## config.mk

```make
export PLATFORM = sky130hd
export DESIGN_NAME = lz4_frame_deframer
export DESIGN_NICKNAME = d
export VERILOG_FILES = /design/src/rtl/core/lz4fd_pkg.sv /design/src/rtl/core/lz4fd_hash.sv /design/src/rtl/core/lz4_frame_deframer.sv
export SDC_FILE = /design/constraint.sdc
export NUM_CORES = 2
export LEC_CHECK = 0
export BUFFER_PORTS_ARGS = -buffer_cell sky130_fd_sc_hd__buf_2
export CAP_MARGIN = 30
export CORE_MARGIN = 4
export CORE_UTILIZATION = 40
export DETAILED_ROUTE_END_ITERATION = 7
export PLACE_DENSITY_LB_ADDON = 0.3
export SLEW_MARGIN = 0
export SYNTH_ARGS = -nofsm -noshare
export SYNTH_HDL_FRONTEND = slang
export SYNTH_HIERARCHICAL = 1
export SYNTH_SLANG_ARGS = --single-unit
```

## constraint.sdc

```tcl
create_clock -name clk -period 12.6 [get_ports clk]
set_input_delay 2.52 -clock clk [delete_from_list [all_inputs] [get_ports clk]]
set_output_delay 2.52 -clock clk [all_outputs]
set_load 0.05 [all_outputs]
```

## src/rtl/core/lz4fd_pkg.sv

```systemverilog
`default_nettype none
// ----------------------------------------------------------------------------
// lz4fd_pkg
// Types and constants shared by the frame deframer modules.
// ----------------------------------------------------------------------------
package lz4fd_pkg;

	localparam logic [31:0] MAGIC_WORD = 32'h184d2204;
	localparam logic [31:0] XP1 = 32'd2654435761;
	localparam logic [31:0] XP2 = 32'd2246822519;
	localparam logic [31:0] XP3 = 32'd3266489917;
	localparam logic [31:0] XP4 = 32'd668265263;
	localparam logic [31:0] XP5 = 32'd374761393;

	typedef enum logic [2:0] {
		EV_HDR_OK    = 3'd0,
		EV_BLK_START = 3'd1,
		EV_DATA      = 3'd2,
		EV_BLK_CHK   = 3'd3,
		EV_FRM_END   = 3'd4,
		EV_ERROR     = 3'd5
	} event_t;

	typedef enum logic [2:0] {
		ERR_MAGIC    = 3'd0,
		ERR_SIZECODE = 3'd1,
		ERR_DICT     = 3'd2,
		ERR_HDR_CHK  = 3'd3,
		ERR_TOO_BIG  = 3'd4
	} err_t;

	typedef enum logic [3:0] {
		PH_MAGIC, PH_FLG, PH_BD, PH_CSIZE, PH_HASH, PH_HC,
		PH_BSIZE, PH_DATA, PH_BCHK, PH_CCHK, PH_HALT
	} phase_t;

	// Hash sequencer control between parser and hash unit
	typedef struct packed {
		logic       start;
		logic [3:0] len;
	} hash_req_t;

	typedef struct packed {
		logic       done;
		logic [7:0] hc;
	} hash_rsp_t;

	typedef enum logic [3:0] {
		HS_IDLE, HS_W_ADD, HS_W_ROT, HS_B_ADD, HS_B_ROT,
		HS_F1, HS_F2, HS_F3, HS_F4, HS_F5
	} hstate_t;

endpackage
`default_nettype wire

```

## src/rtl/core/lz4fd_hash.sv

```systemverilog
`default_nettype none
// ----------------------------------------------------------------------------
// lz4fd_hash
// XXH32 (seed 0) over the short frame descriptor, one shared 32x32 multiplier
// stepped by a small sequencer; returns hash bits 15:8.
// ----------------------------------------------------------------------------
module lz4fd_hash (
	input  wire                   clk,
	input  wire                   arst_n,
	input  lz4fd_pkg::hash_req_t  req,
	input  wire [79:0]            desc,
	output lz4fd_pkg::hash_rsp_t  rsp
);
	import lz4fd_pkg::*;

	hstate_t     st_q, st_d;
	logic [31:0] h_q, h_d;
	logic [3:0]  idx_q, idx_d;
	logic [3:0]  len_q;
	logic [31:0] mul_a, mul_b, prod;
	logic [31:0] word, rot17, rot11;
	logic [7:0]  bsel;

	// Select descriptor bytes at the cursor
	always_comb begin
		word = desc[{idx_q[3:0], 3'b000} +: 32];
		bsel = desc[{idx_q[3:0], 3'b000} +: 8];
	end
	assign rot17 = {h_q[14:0], h_q[31:15]};
	assign rot11 = {h_q[20:0], h_q[31:21]};

	// Shared multiplier operand selection
	always_comb begin
		mul_a = h_q;
		mul_b = XP2;
		case (st_q)
			HS_W_ADD: begin mul_a = word;        mul_b = XP3; end
			HS_W_ROT: begin mul_a = rot17;       mul_b = XP4; end
			HS_B_ADD: begin mul_a = {24'd0, bsel}; mul_b = XP5; end
			HS_B_ROT: begin mul_a = rot11;       mul_b = XP1; end
			HS_F2:    begin mul_a = h_q;         mul_b = XP2; end
			HS_F4:    begin mul_a = h_q;         mul_b = XP3; end
			default:  begin mul_a = h_q;         mul_b = XP2; end
		endcase
	end
	assign prod = mul_a * mul_b;

	// Next state
	always_comb begin
		st_d = st_q;
		unique case (st_q)
			HS_IDLE:  if (req.start) st_d = (req.len >= 4'd4) ? HS_W_ADD :
				(req.len != 4'd0) ? HS_B_ADD : HS_F1;
			HS_W_ADD: st_d = HS_W_ROT;
			HS_W_ROT: st_d = (idx_q + 4'd8 <= len_q) ? HS_W_ADD :
				(idx_q + 4'd4 < len_q) ? HS_B_ADD : HS_F1;
			HS_B_ADD: st_d = HS_B_ROT;
			HS_B_ROT: st_d = (idx_q + 4'd1 < len_q) ? HS_B_ADD : HS_F1;
			HS_F1:    st_d = HS_F2;
			HS_F2:    st_d = HS_F3;
			HS_F3:    st_d = HS_F4;
			HS_F4:    st_d = HS_F5;
			HS_F5:    st_d = HS_IDLE;
			default:  st_d = HS_IDLE;
		endcase
	end

	// Datapath updates
	always_comb begin
		h_d = h_q;
		idx_d = idx_q;
		unique case (st_q)
			HS_IDLE:  begin h_d = XP5 + {28'd0, req.len}; idx_d = 4'd0; end
			HS_W_ADD: h_d = h_q + prod;
			HS_W_ROT: begin h_d = prod; idx_d = idx_q + 4'd4; end
			HS_B_ADD: h_d = h_q + prod;
			HS_B_ROT: begin h_d = prod; idx_d = idx_q + 4'd1; end
			HS_F1:    h_d = h_q ^ (h_q >> 15);
			HS_F2:    h_d = prod;
			HS_F3:    h_d = h_q ^ (h_q >> 13);
			HS_F4:    h_d = prod;
			HS_F5:    h_d = h_q ^ (h_q >> 16);
			default:  h_d = h_q;
		endcase
	end

	always_ff @(posedge clk or negedge arst_n) begin
		if (!arst_n) begin
			st_q <= HS_IDLE;
		end else begin
			st_q <= st_d;
		end
	end

	always_ff @(posedge clk) begin
		h_q <= h_d;
		idx_q <= idx_d;
		if (st_q == HS_IDLE) len_q <= req.len;
	end

	// Outputs
	always_comb begin
		rsp.done = (st_q == HS_F5);
		rsp.hc   = h_d[15:8];
	end

	ap_start_idle: assert property (@(posedge clk) disable iff (!arst_n)
		(st_q == HS_IDLE && req.start) |=> (st_q != HS_IDLE)) else $error("hash start lost");
	ap_done_once: assert property (@(posedge clk) disable iff (!arst_n)
		rsp.done |=> !rsp.done) else $error("hash done repeated");
	ap_idx_bound: assert property (@(posedge clk) disable iff (!arst_n)
		(st_q == HS_B_ADD) |-> (idx_q < len_q)) else $error("hash index overrun");

endmodule
`default_nettype wire

```

## src/rtl/core/lz4_frame_deframer.sv

```systemverilog
`default_nettype none
// ----------------------------------------------------------------------------
// lz4_frame_deframer
// LZ4 frame parser: magic, descriptor, header check, block sizes, payload
// pass-through, block and content checksums.
// ----------------------------------------------------------------------------
// Channel | Direction | Signals
// in      | sink      | in_valid, in_ready, in_byte
// out     | source    | out_valid, out_ready, event_res .. error_code
//
// One byte per cycle in every phase except the header check byte: the hash
// sequencer holds the input low (longer for a descriptor with content size
// than for a two-byte descriptor) before that byte is taken.
// A result is valid in the output register the cycle after its byte is taken.
// No byte is taken while a result waits unaccepted; the register drains and
// refills in the same cycle. Reset clears all control state; after an error
// the input stays not ready until reset.
module lz4_frame_deframer (
	input  wire         clk,
	input  wire         arst_n,
	input  wire         in_valid,
	output logic        in_ready,
	input  wire  [7:0]  in_byte,
	output logic        out_valid,
	input  wire         out_ready,
	output logic [2:0]  event_res,
	output logic [7:0]  data_byte,
	output logic [30:0] block_size,
	output logic        block_raw,
	output logic [22:0] max_block_size,
	output logic [63:0] frame_content_len,
	output logic [31:0] checksum_value,
	output logic        checksum_present,
	output logic        last_data,
	output logic [2:0]  error_code
);
	import lz4fd_pkg::*;

	phase_t      ph_q, ph_d;
	logic [1:0]  pos_q;
	logic [31:0] shift_q;
	logic [79:0] desc_q;
	logic [3:0]  dlen_q;
	logic        bchk_on_q, cchk_on_q, csize_on_q;
	logic [22:0] fmax_q;
	logic [30:0] rem_q;
	logic [7:0]  hc_q;
	hash_req_t   hreq;
	hash_rsp_t   hrsp;

	logic        acc, emit, slot_free;
	logic [31:0] word;
	logic [30:0] wsz;
	logic        too_big;
	logic [22:0] fmax_d;
	logic        msz_ok;

	lz4fd_hash u_hash (.clk(clk), .arst_n(arst_n), .req(hreq), .desc(desc_q), .rsp(hrsp));

	assign slot_free = !out_valid || out_ready;
	assign in_ready  = (ph_q != PH_HASH) && (ph_q != PH_HALT) && slot_free;
	assign acc       = in_valid && in_ready;
	assign word      = {in_byte, shift_q[23:0]};
	assign wsz       = word[30:0];
	assign too_big   = !word[31] && (wsz > {8'd0, fmax_q});

	// Decode maximum block size code
	always_comb begin
		msz_ok = 1'b1;
		case (in_byte[6:4])
			3'd4:    fmax_d = 23'd65536;
			3'd5:    fmax_d = 23'd262144;
			3'd6:    fmax_d = 23'd1048576;
			3'd7:    fmax_d = 23'd4194304;
			default: begin fmax_d = 23'd0; msz_ok = 1'b0; end
		endcase
	end

	// Next phase
	always_comb begin
		ph_d = ph_q;
		if (acc) begin
			unique case (ph_q)
				PH_MAGIC: if (pos_q == 2'd3) ph_d = (word == MAGIC_WORD) ? PH_FLG : PH_HALT;
				PH_FLG:   ph_d = PH_BD;
				PH_BD:    ph_d = !msz_ok ? PH_HALT : csize_on_q ? PH_CSIZE :
					desc_q[0] ? PH_HALT : PH_HASH;
				PH_CSIZE: if (dlen_q == 4'd9) ph_d = desc_q[0] ? PH_HALT : PH_HASH;
				PH_HC:    ph_d = (hc_q == in_byte) ? PH_BSIZE : PH_HALT;
				PH_BSIZE: if (pos_q == 2'd3) begin
					if (too_big) ph_d = PH_HALT;
					else if (wsz == 31'd0) ph_d = cchk_on_q ? PH_CCHK : PH_MAGIC;
					else ph_d = PH_DATA;
				end
				PH_DATA:  if (rem_q <= 31'd1) ph_d = bchk_on_q ? PH_BCHK : PH_BSIZE;
				PH_BCHK:  if (pos_q == 2'd3) ph_d = PH_BSIZE;
				PH_CCHK:  if (pos_q == 2'd3) ph_d = PH_MAGIC;
				default:  ph_d = ph_q;
			endcase
		end else if (ph_q == PH_HASH && hrsp.done) begin
			ph_d = PH_HC;
		end
	end

	// Hash request
	always_comb begin
		hreq.start = (ph_q == PH_HASH);
		hreq.len   = dlen_q;
	end

	// Result generation
	always_comb begin
		emit = 1'b0;
		if (acc) begin
			case (ph_q)
				PH_MAGIC: emit = (pos_q == 2'd3) && (word != MAGIC_WORD);
				PH_BD:    emit = !msz_ok || (!csize_on_q && desc_q[0]);
				PH_CSIZE: emit = (dlen_q == 4'd9) && desc_q[0];
				PH_HC, PH_DATA: emit = 1'b1;
				PH_BSIZE: emit = (pos_q == 2'd3) &&
					!(wsz == 31'd0 && cchk_on_q && !too_big);
				PH_BCHK, PH_CCHK: emit = (pos_q == 2'd3);
				default:  emit = 1'b0;
			endcase
		end
	end

	// Control registers
	always_ff @(posedge clk or negedge arst_n) begin
		if (!arst_n) begin
			ph_q <= PH_MAGIC;
			pos_q <= 2'd0;
			shift_q <= 32'd0;
			dlen_q <= 4'd0;
			bchk_on_q <= 1'b0;
			cchk_on_q <= 1'b0;
			csize_on_q <= 1'b0;
			fmax_q <= 23'd0;
			rem_q <= 31'd0;
			out_valid <= 1'b0;
		end else begin
			ph_q <= ph_d;
			if (emit) out_valid <= 1'b1;
			else if (out_ready) out_valid <= 1'b0;
			if (acc) begin
				// Gather little-endian words
				if (ph_q == PH_MAGIC || ph_q == PH_BSIZE || ph_q == PH_BCHK ||
				    ph_q == PH_CCHK) begin
					pos_q <= pos_q + 2'd1;
					if (pos_q == 2'd3) shift_q <= 32'd0;
					else shift_q[{pos_q, 3'b000} +: 8] <= in_byte;
				end
				case (ph_q)
					PH_FLG: begin
						dlen_q <= 4'd1;
						bchk_on_q <= in_byte[4];
						cchk_on_q <= in_byte[2];
						csize_on_q <= in_byte[3];
					end
					PH_BD: begin
						dlen_q <= 4'd2;
						fmax_q <= fmax_d;
					end
					PH_CSIZE: dlen_q <= dlen_q + 4'd1;
					PH_HC: begin
						pos_q <= 2'd0;
						shift_q <= 32'd0;
					end
					PH_BSIZE: if (pos_q == 2'd3) begin
						rem_q <= wsz;
					end
					PH_DATA: rem_q <= (rem_q <= 31'd1) ? 31'd0 : rem_q - 31'd1;
					default: ;
				endcase
			end
		end
	end

	// Descriptor store and header check latch
	always_ff @(posedge clk) begin
		if (acc && ph_q == PH_FLG) desc_q[7:0] <= in_byte;
		if (acc && ph_q == PH_BD) desc_q[15:8] <= in_byte;
		if (acc && ph_q == PH_CSIZE) desc_q[{dlen_q, 3'b000} +: 8] <= in_byte;
		if (ph_q == PH_HASH && hrsp.done) hc_q <= hrsp.hc;
	end

	// Output payload register
	always_ff @(posedge clk) begin
		if (emit) begin
			event_res <= EV_ERROR;
			data_byte <= 8'd0;
			block_size <= 31'd0;
			block_raw <= 1'b0;
			max_block_size <= 23'd0;
			frame_content_len <= 64'd0;
			checksum_value <= 32'd0;
			checksum_present <= 1'b0;
			last_data <= 1'b0;
			error_code <= ERR_MAGIC;
			case (ph_q)
				PH_MAGIC: error_code <= ERR_MAGIC;
				PH_BD:    error_code <= msz_ok ? ERR_DICT : ERR_SIZECODE;
				PH_CSIZE: error_code <= ERR_DICT;
				PH_HC: if (hc_q != in_byte) begin
					error_code <= ERR_HDR_CHK;
				end else begin
					event_res <= EV_HDR_OK;
					max_block_size <= fmax_q;
					frame_content_len <= csize_on_q ? desc_q[79:16] : 64'd0;
				end
				PH_BSIZE: if (too_big) begin
					error_code <= ERR_TOO_BIG;
				end else if (wsz == 31'd0) begin
					event_res <= EV_FRM_END;
				end else begin
					event_res <= EV_BLK_START;
					block_size <= wsz;
					block_raw <= word[31];
				end
				PH_DATA: begin
					event_res <= EV_DATA;
					data_byte <= in_byte;
					last_data <= (rem_q <= 31'd1);
				end
				PH_BCHK: begin
					event_res <= EV_BLK_CHK;
					checksum_value <= word;
				end
				PH_CCHK: begin
					event_res <= EV_FRM_END;
					checksum_value <= word;
					checksum_present <= 1'b1;
				end
				default: ;
			endcase
		end
	end

	ap_halt_sticky: assert property (@(posedge clk) disable iff (!arst_n)
		(ph_q == PH_HALT) |=> (ph_q == PH_HALT)) else $error("left halt");
	ap_no_overwrite: assert property (@(posedge clk) disable iff (!arst_n)
		(out_valid && !out_ready) |-> !emit) else $error("result overwritten");
	ap_hash_no_accept: assert property (@(posedge clk) disable iff (!arst_n)
		(ph_q == PH_HASH) |-> !acc) else $error("byte taken during hash");
	ap_data_rem: assert property (@(posedge clk) disable iff (!arst_n)
		(ph_q == PH_DATA) |-> (rem_q != 31'd0)) else $error("empty data phase");

endmodule
`default_nettype wire

```

==> metrics.txt <==
crit-path max FO=16; fillcell total=8603; RSZ-0062 raised after global routing=no; Worst Hold Path Cells=1; Netlist cell types=110; P&R area growth vs syn=9.41%; Post-Syn Area=about 0.036 mm2; vias=29100; routability cong.=1.01; Place WS=0.856 ns; global-route wire length before repair=195 mm; CTS Buffer Depth=3; die area=about 0.096 mm2; CTS Buf Count=40; min-delay src=desc_q[3]; YS warnings=6; largest net degree at the start of global routing=70; vias in the first global route=29300; DR WL/cell=26.4 um; I/O Pins=181; crit share post-route=94.9%; sequential area share after synthesis=a little over a quarter; Synth Area per Inst=about 10 um2; Seq. cell area=approximately 0.010 mm2; Hold Buf Count CTS=0; GR Util met3=5.47%; Detailed Routing Iterations Pass 1=6; Final HPWL DP=104 mm; Clock Skew=0.0578 ns; Die W=310 um; endpoints failing setup=0; layout cells sized above 1=11.9%; top achievable clock speed=83.6 MHz; Max-slew headroom=roughly 26%; GR Util All Layers=27.5%; Final Instance Count excl. Fillers=about 5000; Skew-Pair Late Insertion Delay=0.60 ns; Worst Max-Slew Pin Slew=between 1 and 1.5 ns; via density per instance=5.83; Root Driver=clkbuf_16; r2r setup slk=~0.64 ns; Gate Count Post-Synth=3698; GRT busiest layer=met2; flip-flop and latch count after synthesis=353; grt total ovfl=0; setup TNS=0 ns; minimum clock period=~12 ns; Final Cell Area=0.0398 mm2; Routed Antenna Nets=0; Max Cap Viol=0; Final Hold Viols=0; cts repair resizes=0; cells on worst reg2reg path=40; WP data required=roughly 13 ns; setup bufs post-CTS=0; Worst-path clk slew=roughly 0.06 ns; TritonCTS clock tree=built; WS Path Type=reg2reg; Placed Cells=slightly below 5000; Nets=4388; number of synthesized flops with an enable pin=252; Core Box Area=0.0901 mm2; DRT iter0 DRCs=3321; overall die height=310 um; number of levels in the clock H-tree=2; worst path arrival time=around 12 ns; initial core utilization=about two fifths; routing usage on met1=37.5%; initial antenna violation count=3; Worst path slowest cell=edfxtp_1; worst r2r dst=u_hash/h_q[31]; Worst setup SP type=flop; Std-Cell Rows=110; final wirelength=132 mm; Post-DP Area=0.0385 mm2; Final Slew Violations=0; GR Layer Usage met2=a little over two fifths; status=completed; Sink Count=353; area of the multi-input gates=0.0234 mm2; IO Port Bufs=161; Worst Hold End=desc_q[3]; Reg-to-Reg Start=u_hash/idx_q[0]; Worst path max stage delay=0.89 ns; HP Class=reg2reg; prevailing post-synth register cell=edfxtp_1; crit end category=flop; Post-synth ARST share=21.8%; final worst slack=0.638 ns; number of remaining DRC errors=0
## registers in the layout, summed over array words and instances, names as in the netlist, 2 cells and up
name,flops
u_hash/len_q,4
error_code,3
desc_q,80
event_res,3
data_byte,8
shift_q,24
pos_q,2
block_size,31
u_hash/st_q,4
ph_q,4
u_hash/idx_q,4
u_hash/h_q,32
frame_content_len,64
hc_q,8
dlen_q,4
fmax_q,4
max_block_size,4
rem_q,31
checksum_value,32
## final cells by class
class | instances | area share (%)
Antenna cell | 2 | 0.0126
Inverter | 543 | 5.13
Clock inverter | 17 | 0.638
Sequential cell | 353 | 25.0
Multi-Input combinational cell | 2593 | 58.7
Clock buffer | 57 | 2.80
Timing Repair Buffer | 253 | 3.94
Tap cell | 1176 | 3.69
## cells by family after synthesis
| family | count (synthesis) | synth area share, % |
|---|---|---|
| and+or+nand+nor | 1108 | 15.6 |
| xor gates and xnor gates | 126 | 3.22 |
| other | 1 | 0.0103 |
| adders and majority gates | 592 | 28.7 |
| DFF | 353 | 27.4 |
| muxes | 112 | 4.38 |
| buffers and inverters | 770 | 8.70 |
| AOI/OAI and AO/OA | 636 | 12.0 |
## synthesized netlist by cell type, types with 16 or more instances
cell / count / share of area (%)
xnor2_1: 82 / 2.0
nor4_1: 22 / 0.38
o21ai_0: 156 / 2.1
ha_1: 189 / 6.5
clkbuf_1: 133 / 1.4
nor2_1: 271 / 2.8
fa_1: 403 / 22
or2_2: 24 / 0.41
buf_2: 29 / 0.40
nand2b_1: 29 / 0.50
a21oi_1: 119 / 1.6
dfrtp_1: 77 / 5.3
and3_1: 115 / 2.0
mux4_2: 35 / 2.2
o211ai_1: 21 / 0.43
a22oi_1: 20 / 0.41
nor2b_1: 19 / 0.33
a211oi_1: 18 / 0.37
o21a_1: 22 / 0.45
edfxtp_1: 252 / 21
xor2_1: 39 / 0.94
buf_4: 35 / 0.72
nand2_1: 284 / 2.9
or3_1: 18 / 0.31
a22o_1: 40 / 0.96
a221oi_1: 26 / 0.63
and2_1: 127 / 2.2
a21o_1: 38 / 0.78
dfxtp_1: 24 / 1.3
a221o_1: 21 / 0.58
o31ai_1: 16 / 0.33
mux2i_1: 49 / 1.3
mux2_2: 28 / 0.87
inv_1: 540 / 5.6
nor3_1: 56 / 0.77
nand3_1: 48 / 0.66
## critical path, delay by kind of cell (launching register included)
family | cells | cell delay [ns]
flops | 1 | 0.89
simple gates | 9 | 1.47
fa+ha+maj | 10 | 4.17
mux | 1 | 0.60
xor+xnor | 2 | 0.28
buf+inv | 8 | 1.09
compound gates | 10 | 3.21
## worst max-delay path by stage
stage	startpoint	endpoint	slack (ns)
4_1_cts	u_hash/idx_q[0]	u_hash/h_q[31]	0.80
3_3_place_gp	u_hash/idx_q[0]	u_hash/h_q[31]	0.98
2_1_floorplan	u_hash/idx_q[0]	u_hash/h_q[31]	1.24
3_5_place_dp	u_hash/idx_q[0]	u_hash/h_q[31]	0.86
5_1_grt	u_hash/st_q[3]	u_hash/h_q[31]	0.12
6_report	u_hash/idx_q[0]	u_hash/h_q[31]	0.64
## metal layers
layer  share of wire, %  wire, um
met1                 41     53400
met2                 45     59000
met3                9.5     12600
met4                5.2      6910
met5                  0         0
## through the flow
step / hold WS (ns) / util, %
floorplan: 0.453 / -
global placement: 0.461 / 42.6
detailed placement: 0.471 / 42.7
CTS: 0.485 / 44.2
global route: 0.497 / 44.2
finish: 0.489 / 44.2
## cells in the final DEF, fill, tap and decap left out, drive strengths merged, types with 40 or more instances in the layout
cell / synthesis / layout
nand2: 284 / 284
clkbuf: 134 / 57
inv: 543 / 545
and3: 115 / 115
edfxtp: 252 / 252
dfrtp: 77 / 77
fa: 403 / 403
nor3: 61 / 61
mux2i: 49 / 49
nor2: 274 / 274
o21ai: 171 / 171
and2: 129 / 129
xnor2: 82 / 82
ha: 189 / 189
a21oi: 121 / 121
a22o: 40 / 40
nand3: 49 / 49
buf: 93 / 253
Power is left out: the tool's default activity adds up to more than one toggle a clock period on the data nets, which glitch-free logic cannot reach.
